$ cat config.mk
export PLATFORM = sky130hd
export DESIGN_NAME = hmtq_decode
export DESIGN_NICKNAME = d
export VERILOG_FILES = /design/src/rtl/hmtq_pkg.sv /design/src/rtl/hmtq_decode.sv
export SDC_FILE = /design/constraint.sdc
export NUM_CORES = 1
export LEC_CHECK = 0
export CORE_UTILIZATION = 25
export DETAILED_ROUTE_END_ITERATION = 12
export DONT_BUFFER_PORTS = 1
export SYNTH_ARGS = -nofsm -noshare
export SYNTH_HDL_FRONTEND = slang
export SYNTH_SLANG_ARGS = --single-unit
$ cat constraint.sdc
create_clock -name vclk -period 17.43
set_input_delay 0.8715 -clock vclk [all_inputs]
set_output_delay 0.8715 -clock vclk [all_outputs]
set_load 0.01 [all_outputs]
$ cat src/rtl/hmtq_pkg.sv
// shared types, constants and codes for the heightmap edit and query block
`timescale 1ns / 1ps
`default_nettype none

package hmtq_pkg;

    // grid geometry
    localparam int MAX_SIDE  = 63;
    localparam int SIDE_W    = 6;
    localparam int NUM_VERTS = (MAX_SIDE + 1) * (MAX_SIDE + 1);
    localparam int ADDR_W    = $clog2(NUM_VERTS);
    localparam int HEIGHT_W  = 24;
    localparam int COORD_W   = 16;

    // height limits in Q15.8
    localparam logic [HEIGHT_W-1:0] H_MAX = 24'h7FFFFF;
    localparam logic [HEIGHT_W-1:0] H_MIN = 24'h800000;

    // configuration register indexes
    localparam logic CFG_GRID_WIDTH  = 1'b0;
    localparam logic CFG_GRID_LENGTH = 1'b1;

    // item kinds
    localparam logic KIND_RAISE = 1'b0;
    localparam logic KIND_QUERY = 1'b1;

    // result status codes
    localparam logic [1:0] STATUS_OK      = 2'd0;
    localparam logic [1:0] STATUS_OUTSIDE = 2'd1;
    localparam logic [1:0] STATUS_SAT     = 2'd2;

    // input item
    typedef struct packed {
        logic                       kind;
        logic signed [COORD_W-1:0]  pos_x;
        logic signed [COORD_W-1:0]  pos_z;
        logic signed [HEIGHT_W-1:0] delta;
    } hmtq_cmd_t;

    // result item
    typedef struct packed {
        logic signed [HEIGHT_W-1:0] height_out;
        logic [1:0]                 status;
    } hmtq_res_t;

    // decoded addresses and weights for one item
    typedef struct packed {
        logic              outside;
        logic [ADDR_W-1:0] addr_a;
        logic [ADDR_W-1:0] addr_b;
        logic [ADDR_W-1:0] addr_c;
        logic [8:0]        w_b;
        logic [8:0]        w_c;
    } hmtq_dec_t;

    // sequencer states
    typedef enum logic [3:0] {
        S_CLEAR,
        S_IDLE,
        S_DECODE,
        S_RAISE,
        S_QB,
        S_QC,
        S_QM1,
        S_QM2,
        S_QSUM,
        S_DONE
    } hmtq_state_t;

endpackage

`default_nettype wire

$ cat src/rtl/hmtq_decode.sv
// bounds check, vertex addresses and triangle weights for one item
`timescale 1ns / 1ps
`default_nettype none

module hmtq_decode (
    input  wire hmtq_pkg::hmtq_cmd_t               cmd,
    input  wire logic [hmtq_pkg::SIDE_W-1:0]       grid_width,
    input  wire logic [hmtq_pkg::SIDE_W-1:0]       grid_length,
    output hmtq_pkg::hmtq_dec_t                    dec
);

    logic [6:0]                  xi;
    logic [6:0]                  zi;
    logic [7:0]                  fx;
    logic [7:0]                  fz;
    logic [6:0]                  pitch;
    logic [13:0]                 row_off;
    logic [13:0]                 base_w;
    logic [hmtq_pkg::ADDR_W-1:0] base;
    logic [hmtq_pkg::ADDR_W-1:0] pitch_a;
    logic [8:0]                  fsum;
    logic                        neg;
    logic                        upper;
    logic                        out_raise;
    logic                        out_query;

    // integer and fraction parts
    assign neg = cmd.pos_x[15] | cmd.pos_z[15];
    assign xi  = cmd.pos_x[14:8];
    assign zi  = cmd.pos_z[14:8];
    assign fx  = cmd.pos_x[7:0];
    assign fz  = cmd.pos_z[7:0];

    // row-major base address
    assign pitch   = {1'b0, grid_width} + 7'd1;
    assign row_off = zi * pitch;
    assign base_w  = row_off + {7'b0, xi};
    assign base    = base_w[hmtq_pkg::ADDR_W-1:0];
    assign pitch_a = {{(hmtq_pkg::ADDR_W-7){1'b0}}, pitch};

    // bounds: raise may sit on the last vertex, query needs a whole cell
    assign out_raise = neg || (xi > {1'b0, grid_width}) || (zi > {1'b0, grid_length});
    assign out_query = neg || (xi >= {1'b0, grid_width}) || (zi >= {1'b0, grid_length});

    // triangle pick
    assign fsum  = {1'b0, fx} + {1'b0, fz};
    assign upper = fsum > 9'd256;

    always_comb
    begin
        dec.outside = (cmd.kind == hmtq_pkg::KIND_RAISE) ? out_raise : out_query;
        dec.addr_b  = base + {{(hmtq_pkg::ADDR_W-1){1'b0}}, 1'b1};
        dec.addr_c  = base + pitch_a;
        if (cmd.kind == hmtq_pkg::KIND_QUERY && upper)
        begin
            // far corner anchors the upper triangle
            dec.addr_a = base + pitch_a + {{(hmtq_pkg::ADDR_W-1){1'b0}}, 1'b1};
            dec.w_b    = 9'd256 - {1'b0, fz};
            dec.w_c    = 9'd256 - {1'b0, fx};
        end
        else
        begin
            dec.addr_a = base;
            dec.w_b    = {1'b0, fx};
            dec.w_c    = {1'b0, fz};
        end
    end

endmodule

`default_nettype wire

==> flow_summary.toml <==
[run_status]
status = "complete, no violations"

[setup_path]
setup.worst_path.start_class = "input pin"
path_max_fanout = 8
critPathArrivalTime_ns = 7.71
cp_cell_sequence = "ha_1, nand3_1, nor3_1, nand2_1, fa_1, fa_1, inv_1, fa_1, inv_1, fa_1, inv_1, ha_1, o21a_1, a21oi_1, ha_1, o21ai_0, a21oi_1, a211oi_1, nand4_1, o31ai_1, nand2_1, xnor2_1"
critPathSlowestCell = "nor3_1"
crit_path_max_incr_delay_ns = 0.78
critical_path_required_ns = 16.56
critPathCaptureType = "primary output"
crit_type = "in -> out"
critPathMostFrequentCell = "fa_1"

[finish]
seq_area_um2 = 0
nClkBuffers = 0
finalInstanceArea_mm2 = 0.00393
fin_util_pct = 27.1
finalNetCount = 645
layout-drive-gt1-share_pct = 4.35
seq_cell_count = 0
area_growth_pct = 5.97
diodes = 0

[sta]
slew_violations = 0
timing.slew.headroom_pct = 28.7
rsz0062_at_grt = "false"
min_period_ns = 8.58
setup_viol = 0
post-route-period-util_pct = 49.2
fin_tns_setup_ns = 0
worstMarginPinSlew_ns = 1.07
finalHoldViolCount = 0
fmax_ghz = 0.116

[yosys]
synthTopCellsByArea = "ha_1, fa_1, xnor2_1"
synthCells = 486
synthesis.area_mm2 = 0.00371
yosysTopAreaCell = "ha_1"
seq_area_frac_synth_pct = 0
yosysUniqueCellTypes = 57
synth_nets = 646
ys_warn_count = 0
synth_top_area_share_pct = 19.9
synth_area_per_cell_um2 = 7.63

[die]
initial_core_util_pct = 25.6
core_mm2 = 0.0145
row_count = 44
die_y_um = 124
die_area_mm2 = 0.0153
die_w_um = 124
io_pins = 124

[global_routing]
busiest_layer = "met2"
globalRouteMet1Util_pct = 17.9
grt_use_met3_pct = 3.62
grt_pass1_wl_um = 16000
grt_max_degree = 30
grt_usage_pct = 13.1
first_global_vias = 3137
use_met2_pct = 21.6
antenna_found_initial = 0
grt_overflow_total = 0

[route]
drt_pass1_iterations = 4
drt_iter0_drc = 109
ant_nets = 0
vias = 3142
routed_via_density = 4.71
routed_wl_um = 9710
wl_per_cell_um = 14.6
post-route-drc-count = 0

[worst_hold_path]
hold_path_class = "in -> out"

[clocking]
cts_hold_buf = 0
cts_setup_buffers = 0
cts_resized = 0

[placement]
port-buffer-count = 0
dp_hpwl_um = 8470
postPlaceCellArea_mm2 = 0.00393
gp_congestion = 0.771

[power_and_ir_drop]
p_per_area_mw_per_mm2 = 182
leakage_nw = 1.88
irDropWorstVdd_mv = 0.106

[run]
maxCapViolations = 0
[per-layer routing]
| layer | part of all wire (%) | wire length [um] | up-vias |
|---|---|---|---|
| li1 | - | - | 1629 |
| met1 | 47 | 4550 | 1458 |
| met2 | 45 | 4390 | 55 |
| met3 | 8.0 | 772 | 0 |
| met4 | 0 | 0 | 0 |
| met5 | 0 | 0 | - |
[final cells by class]
type                            count  area (um^2)
Fill cell                        1588        10500
Multi-Input combinational cell    406         3400
Inverter                           75          282
Tap cell                          184          230
Timing Repair Buffer                2         15.0
[worst max-delay path: cells and delay by family]
| kind | cells | cell delay [ns] |
|---|---|---|
| adder cells (fa/ha/maj) | 7 | 3.00 |
| AO/OA/AOI/OAI | 6 | 1.78 |
| AND/OR/NAND/NOR | 5 | 1.54 |
| XOR/XNOR | 1 | 0.33 |
| buffers and inverters | 3 | 0.16 |
[per-stage QoR]
stage / power, W / hold WS [ns] / worst slack, ns / std cells
final: 0.000715 / 1.80 / 8.85 / 667
after global routing: 0.000805 / 1.81 / 8.07 / 667
after detailed placement: 0.000720 / 1.80 / 8.70 / 667
after CTS: 0.000725 / 1.80 / 8.68 / 667
after global placement: 0.000719 / 1.80 / 8.74 / 667
after floorplan: 0.000570 / 1.80 / 10.06 / 486
[power breakdown]
group          total [W]  switching, W  leakage, nW  internal (W)
clock network          0             0            0             0
registers              0             0            0             0
logic           0.000715      0.000468         1.88      0.000247
[placed cells by master, fill, tap and decap left out, types with 2 or more instances in the layout]
cell      count
buf_4         2
nor3_1       10
nand3_1      13
xnor2_1      33
a21oi_1      12
a21o_1        8
o21bai_1      2
a211o_1       4
o21ai_1      17
nor4_1        2
or3_1         6
o21ai_0      10
inv_1        74
a211oi_1      6
ha_1         59
and2_1       27
nor2b_1       7
a31oi_1       4
o21a_1        6
nand2b_1      2
and4_1        2
nand4b_1      2
xor2_1       21
nand2_1      62
or2_2         2
nor2_1       21
fa_1         32
nand4_1       7
mux2_2        2
and3_1        2
xnor2_2       2
[kinds of logic (layout without fill, tap and decap cells)]
group	Yosys count	after routing	share of synthesized area, %
XOR/XNOR	56	56	13.6
multiplexers	3	3	0.911
AO/OA/AOI/OAI	84	84	16.3
adder cells (fa/ha/maj)	91	91	37.2
buffers and inverters	80	77	8.50
AND/OR/NAND/NOR	172	172	23.5
[synthesized netlist by cell type, types with 8 or more instances]
| cell | number |
|---|---|
| xnor2_1 | 33 |
| o21ai_0 | 10 |
| nor3_1 | 10 |
| inv_1 | 74 |
| nand3_1 | 13 |
| nand2_1 | 62 |
| a21o_1 | 8 |
| ha_1 | 59 |
| o21ai_1 | 17 |
| fa_1 | 32 |
| a21oi_1 | 12 |
| and2_1 | 27 |
| nor2_1 | 21 |
| xor2_1 | 21 |
[worst paths after layout]
kind,start,to,slack [ns],cells past startpoint
setup / recovery,grid_width[0],dec[51],8.85,22
hold / removal,cmd[31],dec[17],1.80,1
(Power assumes the default switching activity.)
